--- config.mk ---
export PLATFORM = sky130hd
export DESIGN_NAME = obd_response_frame_parser_top
export DESIGN_NICKNAME = d
export VERILOG_FILES = /design/src/design/obd_rfp_pkg.sv /design/src/design/obd_response_frame_parser_top.sv /design/src/design/obd_rfp_ctrl.sv /design/src/design/obd_rfp_dp.sv
export SDC_FILE = /design/constraint.sdc
export NUM_CORES = 1
export LEC_CHECK = 0
export ABC_CLOCK_PERIOD_IN_PS = 5320
export BUFFER_PORTS_ARGS = -buffer_cell sky130_fd_sc_hd__buf_4
export CAP_MARGIN = 20
export CORE_MARGIN = 2
export CORE_UTILIZATION = 50
export DETAILED_ROUTE_END_ITERATION = 8
export PLACE_DENSITY = 0.79
export SYNTH_ARGS = -nofsm -noshare
export SYNTH_HDL_FRONTEND = slang
export SYNTH_SLANG_ARGS = --single-unit
--- constraint.sdc ---
create_clock -name clk -period 5.32 [get_ports clk]
set_clock_uncertainty 0.15 [all_clocks]
set_input_delay 1.596 -clock clk [delete_from_list [all_inputs] [get_ports clk]]
set_output_delay 1.596 -clock clk [all_outputs]
set_load 0.005 [all_outputs]
--- src/design/obd_rfp_pkg.sv ---
package obd_rfp_pkg;

	localparam logic [7:0] MaxLength      = 8'h07;
	localparam logic [7:0] ServiceReset   = 8'h41;
	localparam int         FrameBytes     = 8;
	localparam int         SInDataW       = 96;
	localparam int         MOutDataW      = 64;
	localparam logic [2:0] RegRespService = 3'd0;

	localparam logic [7:0] PidRpm      = 8'h0C;
	localparam logic [7:0] PidVolt     = 8'h42;
	localparam logic [7:0] PidRailPres = 8'h23;
	localparam logic [7:0] PidMaf      = 8'h10;
	localparam logic [7:0] PidRunTime  = 8'h1F;
	localparam logic [7:0] PidSpeed    = 8'h0D;
	localparam logic [7:0] PidThrottle = 8'h11;
	localparam logic [7:0] PidIntake   = 8'h0F;
	localparam logic [7:0] PidCoolant  = 8'h05;
	localparam logic [7:0] PidLoad     = 8'h04;

	typedef struct packed {
		logic load_frame;
		logic emit;
	} dp_cmd_t;

	typedef struct packed {
		logic frame_ok;
		logic entry_last;
		logic out_free;
	} dp_status_t;

	// Number of data bytes a known PID carries, zero when the PID is unknown.
	function automatic logic [1:0] pid_width(input logic [7:0] pid);
		logic [1:0] w;
		unique case (pid)
			PidRpm, PidVolt, PidRailPres, PidMaf, PidRunTime: w = 2'd2;
			PidSpeed, PidThrottle, PidIntake, PidCoolant, PidLoad: w = 2'd1;
			default: w = 2'd0;
		endcase
		return w;
	endfunction

endpackage

--- src/design/obd_response_frame_parser_top.sv ---
// Channel   Direction  Handshake                Content
// s_axis    in         s_tvalid / s_tready      one reply frame and its sequence number
// m_axis    out        m_tvalid / m_tready      one PID entry per request
// apb       in         psel / penable / pready  response_service register at address 0
//
// A frame is taken only while the parser is idle. It is captured, then goes through the
// length and service check, then through its PID entries one at a time, up to three
// per frame; the single output register sets the pace when the sink stalls.
// Reset clears the controller and the output valid and sets response_service to 0x41.
module obd_response_frame_parser_top (
	input  logic        clk,
	input  logic        arst_n,
	// s_tdata: frame_byte_0 [7:0] .. frame_byte_7 [63:56], sequence_in [95:64]
	input  logic        s_tvalid,
	output logic        s_tready,
	input  logic [95:0] s_tdata,
	// m_tdata: pid_code [7:0], first_data [15:8], second_data [23:16],
	// data_count [25:24], sequence_out [57:26], zero [63:58]
	output logic        m_tvalid,
	input  logic        m_tready,
	output logic [63:0] m_tdata,
	output logic        m_tlast,
	// m_tuser: unknown_pid [0]
	output logic        m_tuser,
	input  logic        psel,
	input  logic        penable,
	input  logic        pwrite,
	input  logic [2:0]  paddr,
	input  logic [31:0] pwdata,
	output logic [31:0] prdata,
	output logic        pready
);
	import obd_rfp_pkg::*;

	logic [7:0] resp_service_q;
	dp_cmd_t    cmd;
	dp_status_t status;
	logic       reg_hit;

	assign pready  = 1'b1;
	assign reg_hit = (paddr == RegRespService);
	assign prdata  = reg_hit ? {24'd0, resp_service_q} : 32'd0;

	always_ff @(posedge clk or negedge arst_n) begin
		if (!arst_n) begin
			resp_service_q <= ServiceReset;
		end else if (psel && penable && pwrite && reg_hit) begin
			resp_service_q <= pwdata[7:0];
		end
	end

	obd_rfp_ctrl u_ctrl (
		.clk      (clk),
		.arst_n   (arst_n),
		.s_tvalid (s_tvalid),
		.s_tready (s_tready),
		.cmd      (cmd),
		.status   (status)
	);

	obd_rfp_dp u_dp (
		.clk              (clk),
		.arst_n           (arst_n),
		.s_tdata          (s_tdata),
		.response_service (resp_service_q),
		.cmd              (cmd),
		.status           (status),
		.m_tvalid         (m_tvalid),
		.m_tready         (m_tready),
		.m_tdata          (m_tdata),
		.m_tlast          (m_tlast),
		.m_tuser          (m_tuser)
	);

endmodule

--- src/design/obd_rfp_ctrl.sv ---
module obd_rfp_ctrl (
	input  logic                   clk,
	input  logic                   arst_n,
	input  logic                   s_tvalid,
	output logic                   s_tready,
	output obd_rfp_pkg::dp_cmd_t    cmd,
	input  obd_rfp_pkg::dp_status_t status
);
	import obd_rfp_pkg::*;

	localparam logic [1:0] StIdle  = 2'd0;
	localparam logic [1:0] StCheck = 2'd1;
	localparam logic [1:0] StWalk  = 2'd2;

	logic [1:0] state_q;
	logic [1:0] state_d;

	assign s_tready = (state_q == StIdle);

	always_comb begin
		state_d        = state_q;
		cmd.load_frame = 1'b0;
		cmd.emit       = 1'b0;
		unique case (state_q)
			StIdle: begin
				if (s_tvalid) begin
					cmd.load_frame = 1'b1;
					state_d        = StCheck;
				end
			end
			StCheck: begin
				state_d = status.frame_ok ? StWalk : StIdle;
			end
			StWalk: begin
				if (status.out_free) begin
					cmd.emit = 1'b1;
					if (status.entry_last) begin
						state_d = StIdle;
					end
				end
			end
			default: state_d = StIdle;
		endcase
	end

	always_ff @(posedge clk or negedge arst_n) begin
		if (!arst_n) begin
			state_q <= StIdle;
		end else begin
			state_q <= state_d;
		end
	end

endmodule

--- src/design/obd_rfp_dp.sv ---
module obd_rfp_dp (
	input  logic                              clk,
	input  logic                              arst_n,
	input  logic [obd_rfp_pkg::SInDataW-1:0]  s_tdata,
	input  logic [7:0]                        response_service,
	input  obd_rfp_pkg::dp_cmd_t               cmd,
	output obd_rfp_pkg::dp_status_t            status,
	output logic                              m_tvalid,
	input  logic                              m_tready,
	output logic [obd_rfp_pkg::MOutDataW-1:0] m_tdata,
	output logic                              m_tlast,
	output logic                              m_tuser
);
	import obd_rfp_pkg::*;

	logic [FrameBytes-1:0][7:0] frame_q;
	logic [31:0] seq_q;
	logic [3:0]  pos_q;
	logic [1:0]  cnt_q;

	logic        out_valid_q;
	logic [7:0]  pid_out_q;
	logic [7:0]  d0_out_q;
	logic [7:0]  d1_out_q;
	logic [1:0]  dcnt_out_q;
	logic [31:0] seq_out_q;
	logic        unk_out_q;
	logic        last_out_q;

	logic [7:0] len;
	logic [3:0] lim;
	logic [7:0] pid;
	logic [7:0] d0;
	logic [7:0] d1;
	logic [1:0] w;
	logic       unknown;
	logic [1:0] dcnt;
	logic [3:0] pos_nx;
	logic       last;

	// Bytes beyond the end of the frame read as zero.
	function automatic logic [7:0] byte_at(input logic [FrameBytes-1:0][7:0] fr,
			input logic [3:0] idx);
		logic [7:0] b;
		b = idx[3] ? 8'h00 : fr[idx[2:0]];
		return b;
	endfunction

	assign len     = frame_q[0];
	assign lim     = len[3:0] - 4'd1;
	assign pid     = byte_at(frame_q, pos_q + 4'd2);
	assign w       = pid_width(pid);
	assign unknown = (w == 2'd0);
	assign dcnt    = unknown ? 2'd1 : w;
	assign d0      = byte_at(frame_q, pos_q + 4'd3);
	assign d1      = (w == 2'd2) ? byte_at(frame_q, pos_q + 4'd4) : 8'h00;
	assign pos_nx  = pos_q + {2'b00, dcnt} + 4'd1;
	assign last    = unknown || !(pos_nx < lim) || (cnt_q == 2'd2);

	// A length of one fails the frame checks and so yields no entries.
	assign status.frame_ok   = (len >= 8'd2) && (len <= MaxLength)
		&& (frame_q[1] == response_service);
	assign status.entry_last = last;
	assign status.out_free   = !out_valid_q || m_tready;

	always_ff @(posedge clk) begin
		if (cmd.load_frame) begin
			frame_q <= s_tdata[63:0];
			seq_q   <= s_tdata[64 +: 32];
			pos_q   <= 4'd0;
			cnt_q   <= 2'd0;
		end else if (cmd.emit) begin
			pos_q <= pos_nx;
			cnt_q <= cnt_q + 2'd1;
		end
		if (cmd.emit) begin
			pid_out_q  <= pid;
			d0_out_q   <= d0;
			d1_out_q   <= d1;
			dcnt_out_q <= dcnt;
			seq_out_q  <= seq_q;
			unk_out_q  <= unknown;
			last_out_q <= last;
		end
	end

	always_ff @(posedge clk or negedge arst_n) begin
		if (!arst_n) begin
			out_valid_q <= 1'b0;
		end else if (cmd.emit) begin
			out_valid_q <= 1'b1;
		end else if (m_tready) begin
			out_valid_q <= 1'b0;
		end
	end

	assign m_tvalid = out_valid_q;
	assign m_tdata  = {6'd0, seq_out_q, dcnt_out_q, d1_out_q, d0_out_q, pid_out_q};
	assign m_tlast  = last_out_q;
	assign m_tuser  = unk_out_q;

endmodule

==> flow_summary_export.csv <==
group,metric,value,unit
synthesis,synth-warning-count,0,
route,routed_wl,17400,um
critical_path,crit_top_cell,"ha_1",
timing,max_slew_margin,27.0,%
route,num_vias,4874,
die,die_area,0.0170,mm^2
synthesis,ys_ff_latch,173,
final_layout,finalNonFillerCells,913,
clock_network,clock_sinks,173,
route,viasPerCell,5.34,
timing,fmax,209,MHz
clock_network,clk_latency,430,ps
final_layout,drive_gt1_share,42.8,%
critical_path,criticalPathCategory,"flip-flop to flip-flop",
synthesis,synth_top_area_share,58.8,%
synthesis,synth_area,0.00796,mm^2
die,core.rowCount,46,
timing,min_period,4790,ps
route,drc_errors,0,
synthesis,synth_edf_count,156,
critical_path,critPathSlowestCell,"mux4_2",
clock_network,postCtsHoldBufs,0,
critical_path,cp_max_fo,22,
clock_network,clkTransAtPathRegs,60,ps
clock_network,clockBufferDepth,2,
route,avgRoutedWirePerCell,19.1,um
synthesis,synth.distinct_cells,55,
route,dr.pass1.iters,6,
final_layout,syn2layout_area_growth,26.1,%
die,initial_core_util,50.7,%
clock_network,ctsHtreeMaxLevel,4,
timing,rsz0062_at_grt,"false",
global_routing,grt_pass1_vias,4790,
job,timing.max_cap.violations,0,
global_routing,grt_pass1_wl,26000,um
worst_hold_path,hold_class,"flip-flop to flip-flop",
timing,worstMarginPinSlew,1090,ps
synthesis,synthArstFlopShare,6.36,%
critical_path,endpoint_kind,"flip-flop",
clock_network,postCtsResizedCells,0,
final_layout,nNetsFinal,834,
timing,setup_slack,529,ps
placement,pre_cts_slack,543,ps
die,chipWidth,130,um
synthesis,yosys_most_used_dff,"edfxtp_1",
pwr,powerDensity,292,mW/mm^2
final_layout,fillCellCount,1164,
pwr,peakVddDrop,217,uV
synthesis,synthTopCellsByArea,"edfxtp_1 (59%), mux4_2 (11%), buf_4 (3.1%)",
timing,hold_viol_final,0,
final_layout,diodes,0,
placement,place.gp.congestion,0.855,
placement,io_buffers,183,
synthesis,synth_largest_area_cell,"edfxtp_1",
critical_path,worstPathArrival,4810,ps
placement,dp_hpwl,12600,um
clock_network,cts_buffers,17,
pwr,power.leakage,3.80,nW
global_routing,grtUsageTotal,20.9,%
die,num_io_pins,239,
clock_network,cts_setup_buffers,0,
critical_path,cp.required,5340,ps
global_routing,grt-ovfl-total,0,
timing,slew_viol_final,0,
critical_path,cpPeakStageDelay,520,ps
global_routing,grt_max_degree,69,
route,dr.first_iter.drc_count,287,
timing,fin_setup_tns,0,ps
synthesis,synth.yosys.seq_area_share,63.8,%
status,status,"finished, final reports clean",
synthesis,postSynthCellCount,491,
timing,period_share,90.1,%
placement,placed_cells,881,
die,die_h,130,um
timing,setup_viol,0,
die,core_area,0.0157,mm^2
route,ant_nets,0,
critical_path,crit_chain,"inv_2 -> ha_1 -> buf_12 -> nor3_1 -> a21oi_1 -> mux4_2 -> nand2b_1 -> a311oi_4 -> or3_1 -> ha_1 -> inv_1 -> fa_1 -> ha_1 -> a21boi_0 -> o21ai_0 -> nand2b_1 -> a211o_1 -> or2_1",
global_routing,antenna_found_initial,0,
synthesis,syn_area_per_cell,16.2,um^2
clock_network,cts_root_buf,"clkbuf_16",
clock_network,cts_tree,"done",
critical_path,start_kind,"flip-flop",
-- metal layers --
metal | part of all wire (%) | track usage, % | up-vias
met5 | 0 | 0 | -
met1 | 38 | 25.6 | 2339
li1 | - | - | 2217
met2 | 50 | 35.2 | 282
met3 | 8.8 | 5.90 | 36
met4 | 2.6 | 8.60 | 0
-- state kept, by name (all words and copies together), names as in the netlist, 4 cells and up --
register        cells
u_dp.pos_q          4
u_dp.seq_q         32
u_dp.d0_out_q       8
resp_service_q      8
u_dp.frame_q       56
u_dp.pid_out_q      8
u_dp.d1_out_q       8
u_dp.len            8
u_dp.seq_out_q     32
-- cells in the final DEF, fill, tap and decap left out, drive strengths merged, types with 14 or more instances in the layout --
master | synthesis | final
nand2 | 44 | 44
clkbuf | 6 | 18
mux4 | 43 | 43
buf | 44 | 195
conb | 2 | 31
a21oi | 27 | 27
nor2 | 19 | 19
inv | 12 | 14
mux2i | 15 | 15
edfxtp | 156 | 156
-- where the power goes --
group / internal (mW) / total, mW / switching (mW)
registers: 1.55 / 1.59 / 0.0439
clock network: 0.643 / 1.14 / 0.501
logic: 0.113 / 0.196 / 0.0835
-- per-stage QoR --
step                      hold slack [ps]  power [mW]  util, %  cell area (um^2)
after floorplan                       250        1.72        -              8070
after global placement                252        1.80     60.4              9500
after detailed placement              255        1.82     60.4              9500
after CTS                             270        2.96     63.9             10000
after global routing                  274        3.04     63.9             10000
final                                 268        2.93     63.9             10000
-- critical path: cells and delay by family (launching register included) --
| kind | cells | cell delay (ps) |
|---|---|---|
| adder cells (fa/ha/maj) | 4 | 1300 |
| AO/OA/AOI/OAI | 5 | 1050 |
| AND/OR/NAND/NOR | 5 | 860 |
| multiplexers | 1 | 520 |
| flip-flops | 1 | 350 |
| buffers and inverters | 3 | 290 |
-- synthesized netlist by cell type, types with 4 or more instances --
master and number:
clkbuf_1 6, and2_1 10, nor3_1 11, dfxtp_1 6
mux2_2 8, buf_2 5, xor2_1 11, edfxtp_1 156
mux2i_1 14, mux4_2 40, xnor2_1 9, nand2_1 44
inv_1 11, nand4_1 4, a21oi_1 17, nor2_1 19
dfrtp_1 9, buf_4 33, nand3_1 4, a21oi_2 10
ha_1 11
-- layout make-up --
type                       count  area [um^2]  share of cell area (%)
sequential                   173         5090                    50.6
clock inverter                14          120                    1.20
inverter                      12         45.0                   0.448
tap                          216          270                    2.69
timing repair buffer         195         1490                    14.8
multi-input combinational    285         2610                    25.9
clock buffer                  18          429                    4.27
-- path summary, 6_finish.rpt --
| kind | depth (start not counted) | startpoint | endpoint | slack (ps) |
|---|---|---|---|---|
| setup reg to reg | 18 | u_dp.pos_q[1] | u_dp.m_tlast | 530 |
| hold reg to reg | 0 | u_dp.seq_q[23] | u_dp.seq_out_q[23] | 270 |
| max in group asynchronous | 1 | arst_n | resp_service_q[6] | 3950 |
| min in group asynchronous | 1 | arst_n | resp_service_q[1] | 840 |
| hold / removal | 0 | u_dp.seq_q[23] | u_dp.seq_out_q[23] | 270 |
| setup / recovery | 18 | u_dp.pos_q[1] | u_dp.m_tlast | 530 |
-- cell families after synthesis --
logic type / after synthesis / share of synthesized area (%)
XOR/XNOR: 21 / 2.55
multiplexers: 66 / 15.5
adder cells (fa/ha/maj): 12 / 1.98
buffers and inverters: 62 / 4.95
AND/OR/NAND/NOR: 109 / 6.52
AO/OA/AOI/OAI: 46 / 4.60
flip-flops: 173 / 63.8
other: 2 / 0.0943
Power figures use the tool's default switching activity.
